### src/hw/rtl/rgbf_pkg.sv
// Shared types and constants for the RGB eased colour fader.
// No dependencies; used by the controller, the datapath and the top level.
`default_nettype none

package rgbf_pkg;

    localparam int TIME_BITS   = 32;
    localparam int FADE_BITS   = 16;
    localparam int RESET_LEVEL = 50;

    localparam logic MODE_TICK   = 1'b0;
    localparam logic MODE_COLOUR = 1'b1;

    localparam logic [1:0] FIRST_CHAN = 2'd0;
    localparam logic [1:0] LAST_CHAN  = 2'd2;

    typedef enum logic [8:0] {
        S_IDLE  = 9'b000000001,
        S_EXEC  = 9'b000000010,
        S_SQR   = 9'b000000100,
        S_DEN   = 9'b000001000,
        S_MUL   = 9'b000010000,
        S_DIVGO = 9'b000100000,
        S_DIV   = 9'b001000000,
        S_STORE = 9'b010000000,
        S_DONE  = 9'b100000000
    } ctrl_state_t;

    typedef struct packed {
        logic       capture;
        logic       do_cmd;
        logic       do_snap;
        logic       do_prep;
        logic       do_square;
        logic       do_den;
        logic       do_mul;
        logic       div_start;
        logic       do_store;
        logic       do_out;
        logic [1:0] chan;
    } dp_cmd_t;

    typedef struct packed {
        logic is_colour;
        logic differs;
        logic snap;
        logic div_busy;
    } dp_stat_t;

endpackage

`default_nettype wire

### src/hw/rtl/rgb_eased_color_fader.sv
// RGB eased colour fader: one result per input item, valid/ready on both sides.
// A colour command, an idle tick or a tick that snaps to the target runs from capture
// through the execute state to the output register; an easing tick adds the square,
// denominator, multiply, divider and store states, the last three for red, green and
// blue in turn; the shared restoring divider produces one quotient bit per cycle. The
// input is taken only while the controller is idle, but a finished result waiting in
// the output register does not block the next input transfer. Each easing tick computes
// start + diff*e^2/(e^2+r^2) per channel exactly (floor for rising channels, ceiling of
// the step for falling ones), with e and r the elapsed and remaining milliseconds; past
// the end time, or with a zero fade length, the colour snaps to the target. Colour and
// level ports are CHANNEL_BITS wide; after reset every channel sits at 50, or at full
// scale where 50 does not fit.
// Depends on rgbf_pkg, rgbf_ctrl, rgbf_dp and rgbf_div.
`default_nettype none

module rgb_eased_color_fader #(
    parameter int CHANNEL_BITS = 8
) (
    input  wire logic                              aclk,
    input  wire logic                              aresetn,
    // input channel
    input  wire logic                              s_valid,
    output logic                                   s_ready,
    input  wire logic                              s_mode,
    input  wire logic [rgbf_pkg::TIME_BITS-1:0]    s_now_ms,
    input  wire logic [CHANNEL_BITS-1:0]           s_cmd_red,
    input  wire logic [CHANNEL_BITS-1:0]           s_cmd_green,
    input  wire logic [CHANNEL_BITS-1:0]           s_cmd_blue,
    input  wire logic [rgbf_pkg::FADE_BITS-1:0]    s_fade_ms,
    // result channel
    output logic                                   m_valid,
    input  wire logic                              m_ready,
    output logic      [CHANNEL_BITS-1:0]           m_red_level,
    output logic      [CHANNEL_BITS-1:0]           m_green_level,
    output logic      [CHANNEL_BITS-1:0]           m_blue_level,
    output logic                                   m_fading
);

    rgbf_pkg::dp_cmd_t  cmd;
    rgbf_pkg::dp_stat_t stat;

    // Controller: one-hot sequencer, channel counter and output valid flag
    rgbf_ctrl u_ctrl (
        .aclk    (aclk),
        .aresetn (aresetn),
        .s_valid (s_valid),
        .s_ready (s_ready),
        .m_valid (m_valid),
        .m_ready (m_ready),
        .stat    (stat),
        .cmd     (cmd)
    );

    // Datapath: captured item, colour state, squares, product, divider, output register
    rgbf_dp #(
        .CHANNEL_BITS (CHANNEL_BITS)
    ) u_dp (
        .aclk          (aclk),
        .aresetn       (aresetn),
        .s_mode        (s_mode),
        .s_now_ms      (s_now_ms),
        .s_cmd_red     (s_cmd_red),
        .s_cmd_green   (s_cmd_green),
        .s_cmd_blue    (s_cmd_blue),
        .s_fade_ms     (s_fade_ms),
        .cmd           (cmd),
        .stat          (stat),
        .m_red_level   (m_red_level),
        .m_green_level (m_green_level),
        .m_blue_level  (m_blue_level),
        .m_fading      (m_fading)
    );

`ifndef SYNTHESIS
    // An input transfer starts work: the input side must close on the next cycle
    a_busy_after_transfer: assert property (@(posedge aclk) disable iff (!aresetn)
        (s_valid && s_ready) |=> !s_ready)
        else $error("input still ready after a transfer");

    // Starting the divider must make it busy on the next cycle
    a_div_starts: assert property (@(posedge aclk) disable iff (!aresetn)
        cmd.div_start |=> stat.div_busy)
        else $error("divider did not start");

    // Never store a channel level while the divider is still iterating
    a_store_after_div: assert property (@(posedge aclk) disable iff (!aresetn)
        cmd.do_store |-> !stat.div_busy)
        else $error("channel stored while divider busy");
`endif

endmodule

`default_nettype wire

### src/hw/rtl/rgbf_div.sv
// Restoring divider, one quotient bit per cycle, quotient and remainder out.
// Depends on nothing; instantiated by rgbf_dp.
`default_nettype none

module rgbf_div #(
    parameter int QUO_BITS = 8,
    parameter int DIV_BITS = 33
) (
    input  wire logic                              aclk,
    input  wire logic                              aresetn,
    input  wire logic                              start,
    input  wire logic [QUO_BITS+DIV_BITS-2:0]      dividend,
    input  wire logic [DIV_BITS-1:0]               divisor,
    output logic      [QUO_BITS-1:0]               quotient,
    output logic      [DIV_BITS-1:0]               remainder,
    output logic                                   busy
);

    localparam int NUM_BITS = QUO_BITS + DIV_BITS - 1;
    localparam int CNT_BITS = $clog2(QUO_BITS + 1);

    logic [DIV_BITS-1:0] rem_reg;
    logic [QUO_BITS-1:0] low_reg;
    logic [CNT_BITS-1:0] cnt_reg;
    logic                busy_reg;

    logic [DIV_BITS:0]   trial;
    logic [DIV_BITS:0]   trial_sub;
    logic                ge;

    // Shift in the next dividend bit; subtract when the divisor fits.
    assign trial     = {rem_reg, low_reg[QUO_BITS-1]};
    assign ge        = trial >= {1'b0, divisor};
    assign trial_sub = trial - {1'b0, divisor};

    always_ff @(posedge aclk) begin
        if (!aresetn) begin
            busy_reg <= 1'b0;
            cnt_reg  <= '0;
        end else if (start) begin
            busy_reg <= 1'b1;
            cnt_reg  <= CNT_BITS'(QUO_BITS);
        end else if (busy_reg) begin
            busy_reg <= (cnt_reg != CNT_BITS'(1));
            cnt_reg  <= cnt_reg - CNT_BITS'(1);
        end
    end

    always_ff @(posedge aclk) begin
        if (start) begin
            rem_reg <= {1'b0, dividend[NUM_BITS-1:QUO_BITS]};
            low_reg <= dividend[QUO_BITS-1:0];
        end else if (busy_reg) begin
            rem_reg <= ge ? trial_sub[DIV_BITS-1:0] : trial[DIV_BITS-1:0];
            low_reg <= {low_reg[QUO_BITS-2:0], ge};
        end
    end

    assign quotient  = low_reg;
    assign remainder = rem_reg;
    assign busy      = busy_reg;

endmodule

`default_nettype wire

### src/hw/rtl/rgbf_dp.sv
// Datapath of the fader: colour state, time arithmetic, squares, product and divider.
// Depends on rgbf_pkg and rgbf_div; driven by commands from rgbf_ctrl.
`default_nettype none

module rgbf_dp #(
    parameter int CHANNEL_BITS = 8
) (
    input  wire logic                              aclk,
    input  wire logic                              aresetn,
    input  wire logic                              s_mode,
    input  wire logic [rgbf_pkg::TIME_BITS-1:0]    s_now_ms,
    input  wire logic [CHANNEL_BITS-1:0]           s_cmd_red,
    input  wire logic [CHANNEL_BITS-1:0]           s_cmd_green,
    input  wire logic [CHANNEL_BITS-1:0]           s_cmd_blue,
    input  wire logic [rgbf_pkg::FADE_BITS-1:0]    s_fade_ms,
    input  wire rgbf_pkg::dp_cmd_t                 cmd,
    output rgbf_pkg::dp_stat_t                     stat,
    output logic      [CHANNEL_BITS-1:0]           m_red_level,
    output logic      [CHANNEL_BITS-1:0]           m_green_level,
    output logic      [CHANNEL_BITS-1:0]           m_blue_level,
    output logic                                   m_fading
);

    localparam int CB        = CHANNEL_BITS;
    localparam int TB        = rgbf_pkg::TIME_BITS;
    localparam int FB        = rgbf_pkg::FADE_BITS;
    localparam int SQ_BITS   = 2 * FB;
    localparam int DEN_BITS  = SQ_BITS + 1;
    localparam int PROD_BITS = CB + SQ_BITS;
    localparam int CHAN_MAX  = (2 ** CB) - 1;
    localparam logic [CB-1:0] RESET_VALUE =
        (rgbf_pkg::RESET_LEVEL > CHAN_MAX) ? CB'(CHAN_MAX) : CB'(rgbf_pkg::RESET_LEVEL);

    // Captured input item
    logic          mode_reg;
    logic [TB-1:0] now_reg;
    logic [CB-1:0] col_reg [3];
    logic [FB-1:0] dur_reg;

    // Fader state
    logic [CB-1:0] cur_reg   [3];
    logic [CB-1:0] start_reg [3];
    logic [CB-1:0] tgt_reg   [3];
    logic [TB-1:0] end_reg;
    logic [FB-1:0] flen_reg;

    // Easing intermediates
    logic [FB-1:0]        rem_reg;
    logic [FB-1:0]        ela_reg;
    logic [SQ_BITS-1:0]   num_reg;
    logic [SQ_BITS-1:0]   rsq_reg;
    logic [DEN_BITS-1:0]  den_reg;
    logic [PROD_BITS-1:0] prod_reg;

    // Output register
    logic [CB-1:0] red_reg;
    logic [CB-1:0] green_reg;
    logic [CB-1:0] blue_reg;
    logic          fading_reg;

    logic          differs;
    logic          col_match;
    logic [TB-1:0] past;
    logic [TB-1:0] rem_full;
    logic [FB-1:0] rem_clamp;
    logic [CB-1:0] from_lvl;
    logic [CB-1:0] to_lvl;
    logic          up;
    logic [CB-1:0] mag;
    logic [CB-1:0] quo;
    logic [DEN_BITS-1:0] rmd;
    logic          div_busy;
    logic [CB-1:0] step_dn;
    logic [CB-1:0] level;

    assign differs   = (cur_reg[0] != tgt_reg[0]) || (cur_reg[1] != tgt_reg[1]) ||
                       (cur_reg[2] != tgt_reg[2]);
    assign col_match = (col_reg[0] == tgt_reg[0]) && (col_reg[1] == tgt_reg[1]) &&
                       (col_reg[2] == tgt_reg[2]);

    // Wrap-safe end-of-fade test: strictly past the end time
    assign past      = now_reg - end_reg;
    assign rem_full  = end_reg - now_reg;
    assign rem_clamp = (rem_full > TB'(flen_reg)) ? flen_reg : rem_full[FB-1:0];

    assign from_lvl = start_reg[cmd.chan];
    assign to_lvl   = tgt_reg[cmd.chan];
    assign up       = to_lvl >= from_lvl;
    assign mag      = up ? (to_lvl - from_lvl) : (from_lvl - to_lvl);
    // Falling channels round the step up, rising ones round down
    assign step_dn  = quo + CB'(rmd != '0);
    assign level    = up ? (from_lvl + quo) : (from_lvl - step_dn);

    assign stat.is_colour = (mode_reg == rgbf_pkg::MODE_COLOUR);
    assign stat.differs   = differs;
    assign stat.snap      = ((past != '0) && !past[TB-1]) || (flen_reg == '0);
    assign stat.div_busy  = div_busy;

    rgbf_div #(
        .QUO_BITS (CB),
        .DIV_BITS (DEN_BITS)
    ) u_div (
        .aclk      (aclk),
        .aresetn   (aresetn),
        .start     (cmd.div_start),
        .dividend  (prod_reg),
        .divisor   (den_reg),
        .quotient  (quo),
        .remainder (rmd),
        .busy      (div_busy)
    );

    always_ff @(posedge aclk) begin
        if (cmd.capture) begin
            mode_reg   <= s_mode;
            now_reg    <= s_now_ms;
            col_reg[0] <= s_cmd_red;
            col_reg[1] <= s_cmd_green;
            col_reg[2] <= s_cmd_blue;
            dur_reg    <= s_fade_ms;
        end
        if (cmd.do_prep) begin
            rem_reg <= rem_clamp;
            ela_reg <= flen_reg - rem_clamp;
        end
        if (cmd.do_square) begin
            num_reg <= ela_reg * ela_reg;
            rsq_reg <= rem_reg * rem_reg;
        end
        if (cmd.do_den) begin
            den_reg <= {1'b0, num_reg} + {1'b0, rsq_reg};
        end
        if (cmd.do_mul) begin
            prod_reg <= mag * num_reg;
        end
        if (cmd.do_out) begin
            red_reg    <= cur_reg[0];
            green_reg  <= cur_reg[1];
            blue_reg   <= cur_reg[2];
            fading_reg <= differs;
        end
    end

    always_ff @(posedge aclk) begin
        if (!aresetn) begin
            for (int k = 0; k < 3; k++) begin
                cur_reg[k]   <= RESET_VALUE;
                start_reg[k] <= '0;
                tgt_reg[k]   <= RESET_VALUE;
            end
            end_reg  <= '0;
            flen_reg <= '0;
        end else begin
            if (cmd.do_cmd && !col_match) begin
                if (dur_reg != '0) begin
                    for (int k = 0; k < 3; k++) begin
                        start_reg[k] <= cur_reg[k];
                        tgt_reg[k]   <= col_reg[k];
                    end
                    flen_reg <= dur_reg;
                    end_reg  <= now_reg + TB'(dur_reg);
                end else begin
                    for (int k = 0; k < 3; k++) begin
                        start_reg[k] <= col_reg[k];
                        tgt_reg[k]   <= col_reg[k];
                        cur_reg[k]   <= col_reg[k];
                    end
                    flen_reg <= '0;
                    end_reg  <= now_reg;
                end
            end
            if (cmd.do_snap) begin
                for (int k = 0; k < 3; k++) begin
                    cur_reg[k] <= tgt_reg[k];
                end
            end
            if (cmd.do_store) begin
                cur_reg[cmd.chan] <= level;
            end
        end
    end

    assign m_red_level   = red_reg;
    assign m_green_level = green_reg;
    assign m_blue_level  = blue_reg;
    assign m_fading      = fading_reg;

endmodule

`default_nettype wire

### src/hw/rtl/rgbf_ctrl.sv
// Controller of the fader: sequences capture, command, snap and easing steps.
// Depends on rgbf_pkg; drives rgbf_dp through dp_cmd_t and reads dp_stat_t.
`default_nettype none

module rgbf_ctrl (
    input  wire logic                aclk,
    input  wire logic                aresetn,
    input  wire logic                s_valid,
    output logic                     s_ready,
    output logic                     m_valid,
    input  wire logic                m_ready,
    input  wire rgbf_pkg::dp_stat_t  stat,
    output rgbf_pkg::dp_cmd_t        cmd
);

    rgbf_pkg::ctrl_state_t state_reg, state_next;
    logic [1:0]            chan_reg, chan_next;
    logic                  m_valid_reg, m_valid_next;

    always_comb begin
        state_next   = state_reg;
        chan_next    = chan_reg;
        m_valid_next = m_valid_reg && !m_ready;
        cmd          = '0;
        cmd.chan     = chan_reg;
        case (state_reg)
            rgbf_pkg::S_IDLE: begin
                if (s_valid) begin
                    cmd.capture = 1'b1;
                    state_next  = rgbf_pkg::S_EXEC;
                end
            end
            rgbf_pkg::S_EXEC: begin
                if (stat.is_colour) begin
                    cmd.do_cmd = 1'b1;
                    state_next = rgbf_pkg::S_DONE;
                end else if (!stat.differs) begin
                    state_next = rgbf_pkg::S_DONE;
                end else if (stat.snap) begin
                    cmd.do_snap = 1'b1;
                    state_next  = rgbf_pkg::S_DONE;
                end else begin
                    cmd.do_prep = 1'b1;
                    state_next  = rgbf_pkg::S_SQR;
                end
            end
            rgbf_pkg::S_SQR: begin
                cmd.do_square = 1'b1;
                state_next    = rgbf_pkg::S_DEN;
            end
            rgbf_pkg::S_DEN: begin
                cmd.do_den = 1'b1;
                chan_next  = rgbf_pkg::FIRST_CHAN;
                state_next = rgbf_pkg::S_MUL;
            end
            rgbf_pkg::S_MUL: begin
                cmd.do_mul = 1'b1;
                state_next = rgbf_pkg::S_DIVGO;
            end
            rgbf_pkg::S_DIVGO: begin
                cmd.div_start = 1'b1;
                state_next    = rgbf_pkg::S_DIV;
            end
            rgbf_pkg::S_DIV: begin
                if (!stat.div_busy) begin
                    state_next = rgbf_pkg::S_STORE;
                end
            end
            rgbf_pkg::S_STORE: begin
                cmd.do_store = 1'b1;
                if (chan_reg == rgbf_pkg::LAST_CHAN) begin
                    state_next = rgbf_pkg::S_DONE;
                end else begin
                    chan_next  = chan_reg + 2'd1;
                    state_next = rgbf_pkg::S_MUL;
                end
            end
            rgbf_pkg::S_DONE: begin
                // hold until the output register is free or being emptied
                if (!m_valid_reg || m_ready) begin
                    cmd.do_out   = 1'b1;
                    m_valid_next = 1'b1;
                    state_next   = rgbf_pkg::S_IDLE;
                end
            end
            default: begin
                state_next = rgbf_pkg::S_IDLE;
            end
        endcase
    end

    always_ff @(posedge aclk) begin
        if (!aresetn) begin
            state_reg   <= rgbf_pkg::S_IDLE;
            chan_reg    <= rgbf_pkg::FIRST_CHAN;
            m_valid_reg <= 1'b0;
        end else begin
            state_reg   <= state_next;
            chan_reg    <= chan_next;
            m_valid_reg <= m_valid_next;
        end
    end

    assign s_ready = (state_reg == rgbf_pkg::S_IDLE);
    assign m_valid = m_valid_reg;

endmodule

`default_nettype wire

### config.mk
export PLATFORM = sky130hd
export DESIGN_NAME = rgb_eased_color_fader
export DESIGN_NICKNAME = d
export VERILOG_FILES = /design/src/hw/rtl/rgbf_pkg.sv /design/src/hw/rtl/rgb_eased_color_fader.sv /design/src/hw/rtl/rgbf_div.sv /design/src/hw/rtl/rgbf_dp.sv /design/src/hw/rtl/rgbf_ctrl.sv
export SDC_FILE = /design/constraint.sdc
export NUM_CORES = 2
export LEC_CHECK = 0
export BUFFER_PORTS_ARGS = -buffer_cell sky130_fd_sc_hd__buf_2
export CORE_UTILIZATION = 32
export CTS_CLUSTER_SIZE = 40
export DETAILED_ROUTE_END_ITERATION = 10
export GPL_ROUTABILITY_DRIVEN = 0
export MAX_ROUTING_LAYER = met4
export PLACE_DENSITY_LB_ADDON = 0.12
export RECOVER_POWER = 100
export REMOVE_ABC_BUFFERS = 1
export SLEW_MARGIN = 20
export SYNTH_ARGS = -nofsm -noshare
export SYNTH_HDL_FRONTEND = slang
export SYNTH_HIERARCHICAL = 1
export SYNTH_SLANG_ARGS = --single-unit
### constraint.sdc
create_clock -name aclk -period 9.5 [get_ports aclk]
set_input_delay 0.95 -clock aclk [delete_from_list [all_inputs] [get_ports aclk]]
set_output_delay 0.95 -clock aclk [all_outputs]
set_load 0.01 [all_outputs]
# ---- Word level (Yosys, flattened, before mapping)
# Memory sizes are Yosys's and may differ from the RTL's. A register that Yosys moved wholly into a read port is not among the register bits.
# Index checks and enable logic that the tools add are counted.
dict set report word_totals {
  ff_bits 349
  ram_bits 96
  in_bits 77
  out_inout_bits 27
  memories 4
}
dict set report op_classes {
  n_addsub 13
  mul 3
  magnitude_cmp 3
  eq_ne 21
  mux 83
  bitwise_logic 19
  n_reduce_logical 23
}
# memory words word_bits rd rd_clocked_by_memory_dff wr line
set memory_table {}
lappend memory_table {u_dp.col_reg 3 8 3 0 3 rgbf_dp.sv:37} ;# logic [CB-1:0] col_reg [3];
lappend memory_table {u_dp.cur_reg 3 8 3 0 3 rgbf_dp.sv:41} ;# logic [CB-1:0] cur_reg [3];
lappend memory_table {u_dp.start_reg 3 8 1 1 3 rgbf_dp.sv:42} ;# logic [CB-1:0] start_reg [3];
lappend memory_table {u_dp.tgt_reg 3 8 4 1 3 rgbf_dp.sv:43} ;# logic [CB-1:0] tgt_reg [3];
# operator count
set ops {}
lappend ops {{2-to-1 mux 8 bit} 23}
lappend ops {{2-to-1 mux 32 bit} 3}
lappend ops {{case mux 9 bit (9 select lines)} 1}
lappend ops {{multiplier 16 x 16 -> 32 bit} 2}
lappend ops {{subtractor 32 bit} 2}
lappend ops {{2-to-1 mux 9 bit} 7}
lappend ops {{multiplier 8 x 32 -> 40 bit} 1}
lappend ops {{greater-or-equal comparator 34 x 33 -> 1 bit} 1}
lappend ops {{2-to-1 mux 1 bit} 34}
lappend ops {{adder 32 x 32 -> 33 bit} 1}
lappend ops {{2-to-1 mux 33 bit} 1}
lappend ops {{nonzero test 33 bit} 1}
lappend ops {{subtractor 33 bit} 1}
lappend ops {{adder 32 x 16 -> 32 bit} 1}
lappend ops {{greater-than comparator 32 x 16 -> 1 bit} 1}
lappend ops {{2-to-1 mux 16 bit} 2}
lappend ops {{nonzero test 32 bit} 1}
lappend ops {{equality test 8 bit} 3}
lappend ops {{inequality test 8 bit} 3}
lappend ops {{subtractor 8 bit} 3}
lappend ops {{bitwise OR 1 bit} 18}
lappend ops {{logical NOT 16 bit} 1}
lappend ops {{2-to-1 mux 2 bit} 8}
lappend ops {{nonzero test 16 bit} 1}
lappend ops {{31 further kinds} 45}

# ---- Logic depth before layout (Yosys ltp)
dict set report depth {
  word_depth 15
  ltp_mapped 42
  ltp_nobuf 37
}

# ---- Hierarchy
# The synthesis kept the hierarchy.
# mod n_inst cells_each area_each_um2 seq_area_each_um2
set modules_own_cells {}
lappend modules_own_cells {rgbf_dp 1 4470 43666.9 11080.6}
lappend modules_own_cells {rgbf_div 1 504 4209.0 1321.3}
lappend modules_own_cells {rgbf_ctrl 1 86 768.2 240.2}

# ---- Worst setup path after synthesis
# No wires, ideal clock.
dict set report synth_timing {
  path_type {flip-flop to flip-flop}
  startpoint {register, netlist name u_ctrl/chan_reg[0]}
  endpoint {register u_dp.prod_reg[39], data pin}
  setup_time_ns 0.268
  arrival_ns 9.262
  required_time_ns 9.232
  path_slack_ns -0.030
  stages_incl_launch_ff 40
  path_buffers 4
  synth_period_minus_slack_ns 9.530
  cell_sequence {dfxtp_1 clkbuf_1 clkbuf_1 mux2i_1 o21a_1 inv_1 ha_1 inv_1 fa_1 a21oi_1 o211ai_1 a21o_1 a2111oi_2 or2_2 clkbuf_1 a21oi_1 a31oi_1 a31oi_1 [4 not listed] fa_1 fa_1 fa_1 inv_1 fa_1 inv_1 ha_1 a21o_1 a21o_1 a21o_1 a21oi_1 a2bb2oi_1 a31oi_1 o21ai_0 a21boi_0 o21ba_2 o41ai_1 xnor2_1}
}
# element line
set synth_rtl {}
lappend synth_rtl {{end signal, assigned} rgbf_dp.sv:134} ;# prod_reg <= mag * num_reg;
lappend synth_rtl {{end, declared} rgbf_dp.sv:53} ;# logic [PROD_BITS-1:0] prod_reg;

==> impl_metrics.csv <==
group,metric,value,unit
status,status,"finished with violations",
status,violations,"capacitance limit, slew limit",
global_routing,grt_pass1_vias,36150,
yosys,ys_seq_area_share,26.0,%
detailed_routing,drt_iter0_markers,2076,
yosys,yosys.area.top_type,"edfxtp_1",
detailed_routing,vias,34868,
setup_path,r2r_start,"u_ctrl/chan_reg[0]",
sta,slew_viol_final,551,
sta,post-route-period-util,94.9,%
clock_network,cts_tree,"built",
setup_path,worstPathArrival,9380,ps
global_routing,grt_max_degree,67,
power,ir_drop,0.000545,V
clock_network,cts-root-buf,"clkbuf_16",
power,power.share.switching,46.7,%
global_routing,track_usage,19.0,%
detailed_routing,wl_met1,66800,um
power,seqPwrFrac,16.6,%
setup_path,crit_family,"compound AO/OA/AOI/OAI gates",
yosys,yosysWarnings,6,
detailed_routing,highest_layer,"met4",
clock_network,ctsLongestPathBuffers,3,
setup_path,cp_slowest_cell,"fa_1",
power,power.density,361,mW/mm^2
floorplanning,die-area,0.154,sq mm
layout,seqCellArea,0.0126,sq mm
min_path,min_from,"s_now_ms[5]",
floorplanning,ios,104,
detailed_routing,drt_wl_total,142000,um
setup_path,path_buf_inv,9,
detailed_routing,wl_met2,66900,um
placement,dp_hpwl,114000,um
clock_network,htreeDepth,2,
clock_network,insertion_delay,700,ps
layout,syn2layout_area_growth,9.90,%
floorplanning,rows,142,
flow_run,cap_violations,13,
yosys,synth_area_leaders,"edfxtp_1 23%, fa_1 21%, ha_1 12%",
clock_network,clk_pin_slew_worst_paths,60,ps
layout,largest_reg_flops,40,
clock_network,clock_sinks,443,
floorplanning,start_util,32.4,%
floorplanning,fp.dieH,392,um
power,p_int,0.0103,W
setup_path,cp_max_fo,13,
yosys,synthFlopType,"edfxtp_1",
clock_network,cts_hold_buf,0,
placement,place_worst_setup_slack,-75.3,ps
detailed_routing,vias_per_cell,4.85,
global_routing,antenna_found_initial,11,
detailed_routing,drtAntennaViolNets,0,
layout,multi_input_area,0.0322,sq mm
detailed_routing,wl_per_cell,19.7,um
yosys,ys_types,92,
global_routing,overflow,0,
power,p_leak,23.7,nW
yosys,synth-seq-cells,443,
yosys,synth.top_cell.area_share,23.3,%
placement,port_buffers,103,
sta,fmax,111,MHz
detailed_routing,dr.pass1.iters,7,
yosys,async_reset_ff_share,0,%
setup_path,crit_type,"register to register",
yosys,syn_avg_cell_area,9.61,sq um
setup_path,crit_top_cell,"fa_1",
sta,grt_setup_unrepaired,"false",
sta,hold_viol,0,
layout,finalNetCount,6193,
sta,slew-limit-headroom,-140,%
global_routing,grt_pass1_wl,218000,um
layout,fillCellCount,15549,
min_path,hp-class,"input port to register",
sta,worst_pin_slew,3610,ps
yosys,synth_cells,5060,
power,switchingPower,0.00902,W
setup_path,start_kind,"register",
layout,drive_gt1_share,5.37,%
placement,placedCellCount,7085,
yosys,synth_area,0.0486,sq mm
layout,fin_cells,7195,
setup_path,critPathLaunch,"u_ctrl/chan_reg[0]",
clock_network,cts-buffers-inserted,56,
sta,fin_worst_skew,89.4,ps
layout,layout_common_cells,"850 x inv_1, 516 x fa_1, 469 x ha_1",
floorplanning,core_area,0.150,sq mm
detailed_routing,drc_errors,0,
detailed_routing,wl_met3,4530,um
layout,layout_commonest_cell,"inv_1",
setup_path,critPathCaptureType,"register",
floorplanning,die_x,392,um
yosys,synth_edf_count,377,
power,power_frac_comb,71.5,%
sta,fin_crit,9020,ps
setup_path,slowest_delay,490,ps
sta,setup_violations,0,
power,p_clk_share,11.9,%
setup_path,crit_required,9860,ps
sta,setup_ws,481,ps
## kinds of logic (layout without fill, tap and decap cells)
| logic type | Yosys count | after routing | share of synthesized area [%] |
|---|---|---|---|
| buffers and inverters | 1010 | 1121 | 7.93 |
| multiplexers | 83 | 83 | 1.89 |
| XOR/XNOR | 289 | 290 | 5.20 |
| other | 2 | 9 | 0.0154 |
| AO/OA/AOI/OAI | 874 | 874 | 11.6 |
| adder cells (fa/ha/maj) | 985 | 985 | 33.3 |
| flip-flops | 443 | 443 | 26.0 |
| AND/OR/NAND/NOR | 1374 | 1374 | 14.1 |
## power groups by stage
stage	logic [W]	registers [W]	clock network [W]
after global placement	0.0136	0.00325	0
after global routing	0.0156	0.00323	0.00242
after CTS	0.0138	0.00321	0.00237
final	0.0138	0.00321	0.00229
after floorplan	0.0103	0.00315	0
after detailed placement	0.0136	0.00325	0
## worst paths after layout
check             depth (start not counted)  slack (ps)                     to
setup reg to reg                         35         480      u_dp/prod_reg[38]
hold / removal                            1         430        u_dp/now_reg[5]
setup / recovery                         35         480      u_dp/prod_reg[38]
hold reg to reg                           2         500  u_dp/u_div/cnt_reg[1]
## stage by stage
stage	area, sq um	utilization (%)	total power [W]	setup TNS [ps]	hold WS, ps
6_report	53500	35.6	0.0193	0	430
5_1_grt	53500	35.6	0.0213	0	398
4_1_cts	53600	35.6	0.0194	0	372
3_5_place_dp	51600	34.3	0.0169	-75.3	494
3_3_place_gp	51600	34.3	0.0169	0	492
2_1_floorplan	48000	-	0.0134	-57.5	468
## worst register-to-register path: cells and delay by family (launching register included)
family	cells	cell delay, ps
buf+inv	9	1380
simple gates	3	660
flops	1	400
fa+ha+maj	6	2620
compound gates	16	3440
mux	1	230
## synthesized netlist by cell type, types with 58 or more instances
cell,number
inv_1,850
xor2_1,90
a21o_1,96
nor2_1,254
xnor2_1,199
a21oi_1,272
dfxtp_1,66
edfxtp_1,377
nor3_1,58
nand2_1,435
fa_1,516
ha_1,469
o21ai_0,164
clkbuf_1,129
and2_1,257
## per-layer routing
metal	vias to the layer above	track usage (%)
met5	-	-
met4	0	4.58
met3	147	1.75
met2	601	31.1
met1	17156	25.3
li1	16964	-
## final cells by class
| cell class | instances | area share, % |
|---|---|---|
| multi-input cells | 3613 | 60.3 |
| flip-flops and latches | 443 | 23.7 |
| inverters | 851 | 5.98 |
| well taps | 2016 | 4.72 |
| clock buffers | 64 | 2.71 |
| repair buffers | 166 | 1.67 |
| clock inverters | 40 | 0.950 |
| diodes | 2 | 0.00936 |
## repair_timing
action / 4_1_cts / 5_1_grt
endpoints found under the hold margin: 0 / 0
gates cloned: 1 / 0
setup buffers: 3 / 0
pin swaps: 2 / 0
resized for setup: 3 / 22
endpoints found under the setup margin: 3 / 17
No activity file was read; power rests on OpenSTA's default activity.
